--- config.mk ---
export PLATFORM = sky130hd
export DESIGN_NAME = mvdh_div
export DESIGN_NICKNAME = d
export VERILOG_FILES = /design/src/rtl/mvdh_pkg.sv /design/src/rtl/mvdh_div.sv
export SDC_FILE = /design/constraint.sdc
export NUM_CORES = 1
export LEC_CHECK = 0
export BUFFER_PORTS_ARGS = -buffer_cell sky130_fd_sc_hd__buf_4
export CAP_MARGIN = 40
export CORE_UTILIZATION = 40
export DETAILED_ROUTE_END_ITERATION = 10
export GPL_ROUTABILITY_DRIVEN = 0
export GPL_TIMING_DRIVEN = 0
export HOLD_SLACK_MARGIN = 0.03
export PLACE_DENSITY = 0.62
export SKIP_CTS_REPAIR_TIMING = 1
export SLEW_MARGIN = 20
export SYNTH_ARGS = -nofsm -noshare
export SYNTH_HDL_FRONTEND = slang
export SYNTH_SLANG_ARGS = --single-unit
--- constraint.sdc ---
create_clock -name clk -period 4.9 [get_ports clk]
set_input_delay 0.49 -clock clk [delete_from_list [all_inputs] [get_ports clk]]
set_output_delay 0.49 -clock clk [all_outputs]
set_load 0.005 [all_outputs]
--- src/rtl/mvdh_pkg.sv ---
package mvdh_pkg;

  localparam int MAX_CELLS  = 4096;
  localparam int ADDR_W     = 12;
  localparam int CNT_W      = 13;
  localparam int VAL_W      = 33;
  localparam int NUM_W      = 38;
  localparam int Q_W        = 6;
  localparam int VALUE_BINS = 32;
  localparam int DELTA_BINS = 64;
  localparam int VBIN_W     = 5;
  localparam int DBIN_W     = 6;

  typedef enum logic [1:0] {
    REG_CELL_BYTES  = 2'd0,
    REG_CELL_SIGNED = 2'd1,
    REG_MAP_COLS    = 2'd2,
    REG_MAP_ROWS    = 2'd3
  } reg_index_t;

  typedef struct packed {
    logic           done;
    logic [Q_W-1:0] quot;
    logic           rem_nz;
  } div_res_t;

endpackage

--- src/rtl/mvdh_div.sv ---
module mvdh_div (
  input  logic                        clk,
  input  logic                        rst,
  input  logic                        start,
  input  logic [mvdh_pkg::NUM_W-1:0]  num,
  input  logic [mvdh_pkg::VAL_W-1:0]  den,
  output mvdh_pkg::div_res_t          res
);

  logic                        run;
  logic [2:0]                  step;
  logic [mvdh_pkg::NUM_W-1:0]  rem;
  logic [mvdh_pkg::NUM_W-1:0]  dsh;
  logic [mvdh_pkg::Q_W-1:0]    quot;
  logic                        done;
  logic                        ge;

  assign ge = (rem >= dsh);

  always_ff @(posedge clk) begin
    if (rst) begin
      run  <= 1'b0;
      done <= 1'b0;
      step <= 3'd0;
    end else begin
      done <= run && !start && (step == 3'd0);
      if (start) begin
        run  <= 1'b1;
        step <= 3'(mvdh_pkg::Q_W - 1);
      end else if (run) begin
        step <= step - 3'd1;
        if (step == 3'd0) begin
          run <= 1'b0;
        end
      end
    end
  end

  always_ff @(posedge clk) begin
    if (start) begin
      rem  <= num;
      dsh  <= {den, 5'b0};
      quot <= '0;
    end else if (run) begin
      if (ge) begin
        rem <= rem - dsh;
      end
      quot <= {quot[mvdh_pkg::Q_W-2:0], ge};
      dsh  <= {1'b0, dsh[mvdh_pkg::NUM_W-1:1]};
    end
  end

  assign res.done   = done;
  assign res.quot   = quot;
  assign res.rem_nz = (rem != '0);

endmodule
Word-level counts from Yosys, hierarchy flattened. Cells that the tools add are included. Widths: inputs -> output; s select.

Input bits: 74. Flip-flop bits (word level): 87.

$add $sub $neg: 2. Muxes and demuxes: 10. Reductions and logical operators: 9. Magnitude comparators: 1.

Operator list (number): $mux 38 (5); $ge 38x38->1 (1); $reduce_bool 38->1 (1); $sub 38x38->38 (1); $mux 3 (2); $reduce_bool 2->1 (2); $logic_not 3->1 (1); $mux 1 (3); $sub 3x1->3 const B (1); $logic_and 1x1->1 (2); $reduce_and 2->1 (1); $reduce_or 2->1 (1); $logic_not 1->1 (1).

Longest topological paths before layout. Gate-level depths: netlist (run 1).

Depth in word-level cells: 4. Mapped depth: 11.

Worst setup path after synthesis (run 1). No wires, ideal clock.

Kind: reg-to-reg. From: reg rem[0] (netlist bit). To: reg rem[0] (netlist bit), enable pin. Data required time: 4454 ps. Data arrival time: 3885 ps. Stages on the path, launching flop included: 12. Setup slack: 569 ps. Path through: edfxtp_1 -> inv_1 -> ha_1 -> fa_1 -> nor2b_1 -> o31a_1 -> o211ai_2 -> a31oi_4 -> nor4bb_2 -> nor2_1 -> a211oi_1 -> a21oi_1.

Word-level cells in the longest chain between the ends: 3.

RTL lines: start: declaration (RTL line mvdh_div.sv:12) `logic [mvdh_pkg::NUM_W-1:0] rem;`; start signal: assignment (RTL line mvdh_div.sv:41) `rem <= num;`; start signal: assignment (RTL line mvdh_div.sv:46) `rem <= rem - dsh;`; $ge 38x38->1 (RTL line mvdh_div.sv:18) `assign ge = (rem >= dsh);`; $reduce_bool 2->1 (no line); $reduce_and 2->1 (no line).

No other way between the ends. A chain may end at the register's enable or synchronous reset.

Worst setup path after layout (run 1).
From: reg rem[15] (netlist bit). To: reg rem[3] (netlist bit), enable pin.

The elaborated chain is that of the path after synthesis.

==> flow_summary.ini, run 1 <==
[outcome]
status = finished with violations
failed_checks = design-rule violations

[global_routing]
antenna_violations_before_repair = 0
grt_first_pass_wirelength_mm = 26.6
tot_gr_track_use = 0.217
globalRouteOverflowTotal = 0
grt_pass1_vias = 5331
grt_max_degree = 22

[place]
hpwl_mm = 12.9
dp_worst_setup_slack_ns = 1.42
buffer_ports.inserted = 80

[floorplanning]
die_width_um = 125
floorplan.die_area_um2 = 15700
core_area_um2 = 14600
die-height_um = 125
num_rows = 44
io_pins = 82
initial_utilization = 0.414

[layout]
final.fill_count = 1441
final-seq-area_um2 = 2450
multiInputGateArea_um2 = 3300
syn_to_final_growth_pct = 20.6
utilization_after_layout = 0.499
share_of_layout_cells_above_drive_strength_1 = 0.176
antenna_cells_inserted = 0
post_layout_nets = 862

[cts]
htree_levels = 3
max-clock-path-buffers = 2
tritoncts = yes
path_clk_slew_ns = 0.07
insertion_delay_ns = 0.36
tritoncts_num_sinks = 87
number_of_buffers_created_by_cts = 9
cts-root-buf = clkbuf_16

[synth]
most_instantiated_flip_flop_cell_in_the_synthesis_netlist = edfxtp_1
synth.yosys.warnings = 0
most_common_library_cells_after_synthesis = nand2_1, edfxtp_1, inv_1
synth_largest_area_cell = edfxtp_1
postSynthRegisterBits = 87
synth-edff-count = 71
synth_seq_area_share = 0.405
synth_area_per_cell_um2 = 9.28
ys_top_cells_by_area = edfxtp_1, ha_1, dfxtp_1, nand2_1, a21oi_1
ys_async_sr_fraction = 0
post_synth_inst_count = 653
netlist_area_um2 = 6060
ys_types = 72
top_cell_type_s_share_of_synthesized_area = 0.352
synthMostInstantiatedCell = nand2_1
syn_nets = 768

[timing]
period_minus_slack_ns = 3.54
hold_slack_ns = 0.323
finalMaxSlewViolations = 0
setup_ws_ns = 1.36
timing.final.hold_violations = 0
max_clock_freq_mhz = 282
max_slew_headroom = 0.525
grt_setup_unrepaired = false
final_min_period_over_clock_period = 0.723
timing.clock.skew_ns = 0.00834
setup_viol_count_final = 0
worst-slew-pin-transition_ns = 0.710

[detailed_routing]
vias = 5261
routed_via_density = 5.62
post_drt_wl_per_cell_um = 17.6
detail_route.drc_violations = 18
totalWireLength_mm = 16.5
drt_first_iter_violations = 336
first_pass_iters = 8
ant_nets_after_route = 0

[critical_path]
cp_num_buf_inv = 2
worstSetupStartpointType = flip-flop
worst_path_most_repeated_cell = buf_16
critPathCaptureType = flip-flop
cp_data_required_time_ns = 5.02
reg2reg_from = rem[15]$_DFFE_PP_
crit_family = compound AO/OA/AOI/OAI gates
critical_path.reg2reg.endpoint = rem[3]$_DFFE_PP_
slowest_delay_ns = 0.44
crit_fanout = 18
path_class = flip-flop to flip-flop
worstPathCellList = ha_1, a21oi_1, o21ai_1, o32ai_1, a31oi_4, nor4bb_2, nor2_1, a211oi_1, a21oi_4, buf_16, buf_16
r2r_cells = 11
slowest_stage = o32ai_1
timing.critical_path.arrival_ns = 3.66
reg2reg_slack_ns = 1.36

[min_path]
hold_depth = 2
start_point_of_the_worst_hold_path = rst
timing.hold.worst.class = input pin to flip-flop
whs_endpoint = step[0]$_SDFFE_PP0P_

[flow_run]
reported_max_cap_violation_count = 0

[power_and_ir_drop]
power-per-cell-area_nw_per_um2 = 468
ir_drop_mv = 0.204
static-leakage-power_nw = 2.96
==> power breakdown <==
part / leakage, nW / total (W) / switching, W / internal, W
Sequential: 0.850 / 0.00107 / 0.0000816 / 0.000991
Clock: 0.160 / 0.000733 / 0.000310 / 0.000423
Combinational: 1.95 / 0.00162 / 0.000949 / 0.000667
Total: 2.96 / 0.00342 / 0.00134 / 0.00208
==> placed cells by master, fill, tap and decap left out, types with 3 or more instances in the layout <==
cell type / n
a22o_1: 16
nand2_1: 83
edfxtp_1: 71
nand3_1: 13
buf_1: 7
nor4b_1: 3
nor4_1: 12
a21oi_2: 3
a21oi_1: 42
or3_1: 4
nand4_1: 10
o22ai_1: 3
inv_1: 51
ha_1: 40
dfxtp_1: 16
a31oi_1: 4
a21o_1: 15
o21a_1: 7
clkbuf_1: 16
nand2b_1: 4
buf_16: 3
xor2_1: 11
xnor2_1: 17
a211oi_1: 9
buf_4: 84
o21bai_1: 7
nor2_1: 40
o21ai_1: 4
clkbuf_16: 11
and3_1: 6
mux2i_1: 11
o31ai_1: 19
nor3_1: 12
o21ai_0: 41
o31a_1: 3
==> per-stage QoR <==
stage                     TNS [ns]  std cells  total power [W]  cell area (um2)
after global routing             0        936          0.00364             7310
after floorplan                  0        653          0.00227             6060
after CTS                        0        936          0.00342             7310
final                            0        936          0.00342             7310
after detailed placement         0        920          0.00268             6990
after global placement      -33.57        917          0.00263             6890
==> cell type report <==
| class | instances | area share |
|---|---|---|
| Sequential cell | 87 | 0.336 |
| Clock buffer | 12 | 0.0395 |
| Tap cell | 184 | 0.0315 |
| Multi-Input combinational cell | 485 | 0.451 |
| Inverter | 52 | 0.0267 |
| Clock inverter | 4 | 0.00411 |
| Buffer | 29 | 0.0181 |
| Timing Repair Buffer | 83 | 0.0935 |
==> worst max-delay path by stage <==
stage                 startpoint                 to  slack, ns  depth (start not counted)
6_report       rem[15]$_DFFE_PP_   rem[3]$_DFFE_PP_       1.36                         11
5_1_grt        rem[15]$_DFFE_PP_   rem[7]$_DFFE_PP_       1.14                         11
4_1_cts        rem[15]$_DFFE_PP_  rem[10]$_DFFE_PP_       1.40                         11
3_5_place_dp   rem[15]$_DFFE_PP_   rem[9]$_DFFE_PP_       1.42                         11
3_3_place_gp    rem[0]$_DFFE_PP_  rem[15]$_DFFE_PP_      -0.89                         11
2_1_floorplan   rem[0]$_DFFE_PP_   rem[0]$_DFFE_PP_       0.57                         11
==> kinds of logic (layout without fill, tap and decap cells) <==
logic type	Yosys count	count (layout)	synth area share
compound gates	199	199	0.231
simple gates	205	205	0.164
mux	12	12	0.0200
xor+xnor	28	28	0.0405
fa+ha+maj	41	41	0.0859
buf+inv	81	180	0.0541
flops	87	87	0.405
==> routing by layer <==
layer	share of wire	GRT usage
met3	0.042	0.0274
met5	0	0
met4	0.024	0.0976
met2	0.46	0.358
met1	0.47	0.285
==> state kept, by name, indices dropped and copies added (netlist names) <==
signal and flops:
dsh 38, rem 38, quot 6, step 3, done 1, run 1
No activity file was read; power rests on OpenSTA's default activity.
==> run 2, diff against run 1 <==
clock period = 3.29 ns   (was 4.9 ns; I/O delays follow)
==> flow_summary.ini, run 2 (synthesis results as in run 1) <==
[outcome]
status = complete, no violations

[floorplanning]
die-height_um = 125
initial_utilization = 0.414
die_width_um = 125
core_area_um2 = 14600
num_rows = 44
io_pins = 82
floorplan.die_area_um2 = 15700

[global_routing]
tot_gr_track_use = 0.214
grt_max_degree = 22
grt_first_pass_wirelength_mm = 26.2
antenna_violations_before_repair = 0
globalRouteOverflowTotal = 0
grt_pass1_vias = 5197

[critical_path]
cp_data_required_time_ns = 3.41
r2r_cells = 11
reg2reg_from = rem[9]$_DFFE_PP_
critical_path.reg2reg.endpoint = rem[12]$_DFFE_PP_
worstSetupStartpointType = flip-flop
critPathCaptureType = flip-flop
timing.critical_path.arrival_ns = 3.27
path_class = flip-flop to flip-flop
crit_fanout = 18
reg2reg_slack_ns = 0.14

[min_path]
whs_endpoint = step[2]$_SDFFE_PP0P_
hold_depth = 2
timing.hold.worst.class = input pin to flip-flop
start_point_of_the_worst_hold_path = rst

[flow_run]
reported_max_cap_violation_count = 0

[detailed_routing]
first_pass_iters = 9
vias = 5349
routed_via_density = 5.69
drt_first_iter_violations = 332
ant_nets_after_route = 0
totalWireLength_mm = 16.5
post_drt_wl_per_cell_um = 17.6
detail_route.drc_violations = 0

[layout]
syn_to_final_growth_pct = 22.6
reg.largest.list = dsh: 38 flops, rem: 38 flops, quot: 6 flops
finish.cell_count_without_fillers = 940
layout_commonest_cell = buf_4
mostFrequentLayoutCells = buf_4, nand2_1, edfxtp_1
post_layout_nets = 866
antenna_cells_inserted = 0
share_of_layout_cells_above_drive_strength_1 = 0.193

[power_and_ir_drop]
power-per-cell-area_nw_per_um2 = 710
static-leakage-power_nw = 3.00
ir_drop_mv = 0.406

[cts]
number_of_buffers_created_by_cts = 9
insertion_delay_ns = 0.36
path_clk_slew_ns = 0.07
cts-root-buf = clkbuf_16
max-clock-path-buffers = 2
htree_levels = 3
tritoncts_num_sinks = 87
tritoncts = yes

[timing]
hold_slack_ns = 0.163
setup-tns-final_ns = 0
timing.clock.skew_ns = 0.00819
max_clock_freq_mhz = 318
timing.final.hold_violations = 0
period_minus_slack_ns = 3.15
grt_setup_unrepaired = false
final_min_period_over_clock_period = 0.956
finalMaxSlewViolations = 0
max_slew_headroom = 0.513
worst-slew-pin-transition_ns = 0.730
setup_viol_count_final = 0

[place]
placed_cells_incl_taps = 920
hpwl_mm = 12.7
buffer_ports.inserted = 80
==> run 2: changes by cell type in the layout (fill, tap and decap cells not counted), moves of 2 or more <==
cell	delta
buf_4	+4
a21oi_1	-3
inv_6	+3
a21oi_2	+2
ha_1	-2
inv_4	-2
==> run 2: area by class of cell <==
class	count	area (um2)
Clock buffer	11	275
Clock inverter	5	65.1
Tap cell	184	230
Multi-Input combinational cell	485	3370
Inverter	52	195
Buffer	29	133
Fill cell	1383	7210
Timing Repair Buffer	87	713
Sequential cell	87	2450
==> run 2: critical path: stages (launching register included) <==
cell	delay, ns
edfxtp_1	0.43
ha_1	0.41
a21oi_1	0.18
o21ai_2	0.13
a2111oi_4	0.36
a31oi_4	0.15
nor4bb_4	0.41
nor2_4	0.11
a211oi_4	0.28
a21oi_4	0.07
buf_16	0.20
buf_16	0.17
==> run 2: power breakdown <==
part | leakage [nW] | internal (W) | switching, W
combinational | 1.98 | 0.00105 | 0.00145
clock | 0.168 | 0.000692 | 0.000479
sequential | 0.850 | 0.00147 | 0.000125
total | 3.00 | 0.00322 | 0.00206
==> run 2: layer usage <==
| metal | track usage | up-vias | wire length, um |
|---|---|---|---|
| met5 | 0 | - | 0 |
| met4 | 0.0811 | 0 | 349 |
| met3 | 0.0368 | 24 | 714 |
| met2 | 0.349 | 163 | 7760 |
| met1 | 0.282 | 2563 | 7680 |
| li1 | - | 2599 | - |
==> run 2: worst max path at each step <==
stage / from / end / slack, ns / cells after the start
floorplan: rem[0]$_DFFE_PP_ / rem[0]$_DFFE_PP_ / 0.19 / 11
global placement: rem[0]$_DFFE_PP_ / rem[16]$_DFFE_PP_ / -0.55 / 11
detailed placement: rem[0]$_DFFE_PP_ / rem[9]$_DFFE_PP_ / -0.13 / 13
CTS: rem[0]$_DFFE_PP_ / rem[28]$_DFFE_PP_ / -0.16 / 13
global route: rem[0]$_DFFE_PP_ / rem[13]$_DFFE_PP_ / 0.03 / 13
finish: rem[9]$_DFFE_PP_ / rem[12]$_DFFE_PP_ / 0.14 / 11
==> run 2: through the flow <==
step                      worst slack [ns]  utilization  total power [W]  instance area [um2]
after floorplan                      0.185            -          0.00338                 6070
after global placement              -0.554        0.471          0.00391                 6900
after detailed placement            -0.131        0.477          0.00398                 6990
after CTS                           -0.161        0.501          0.00516                 7330
after global routing                0.0262        0.508          0.00560                 7430
final                                0.144        0.508          0.00528                 7430
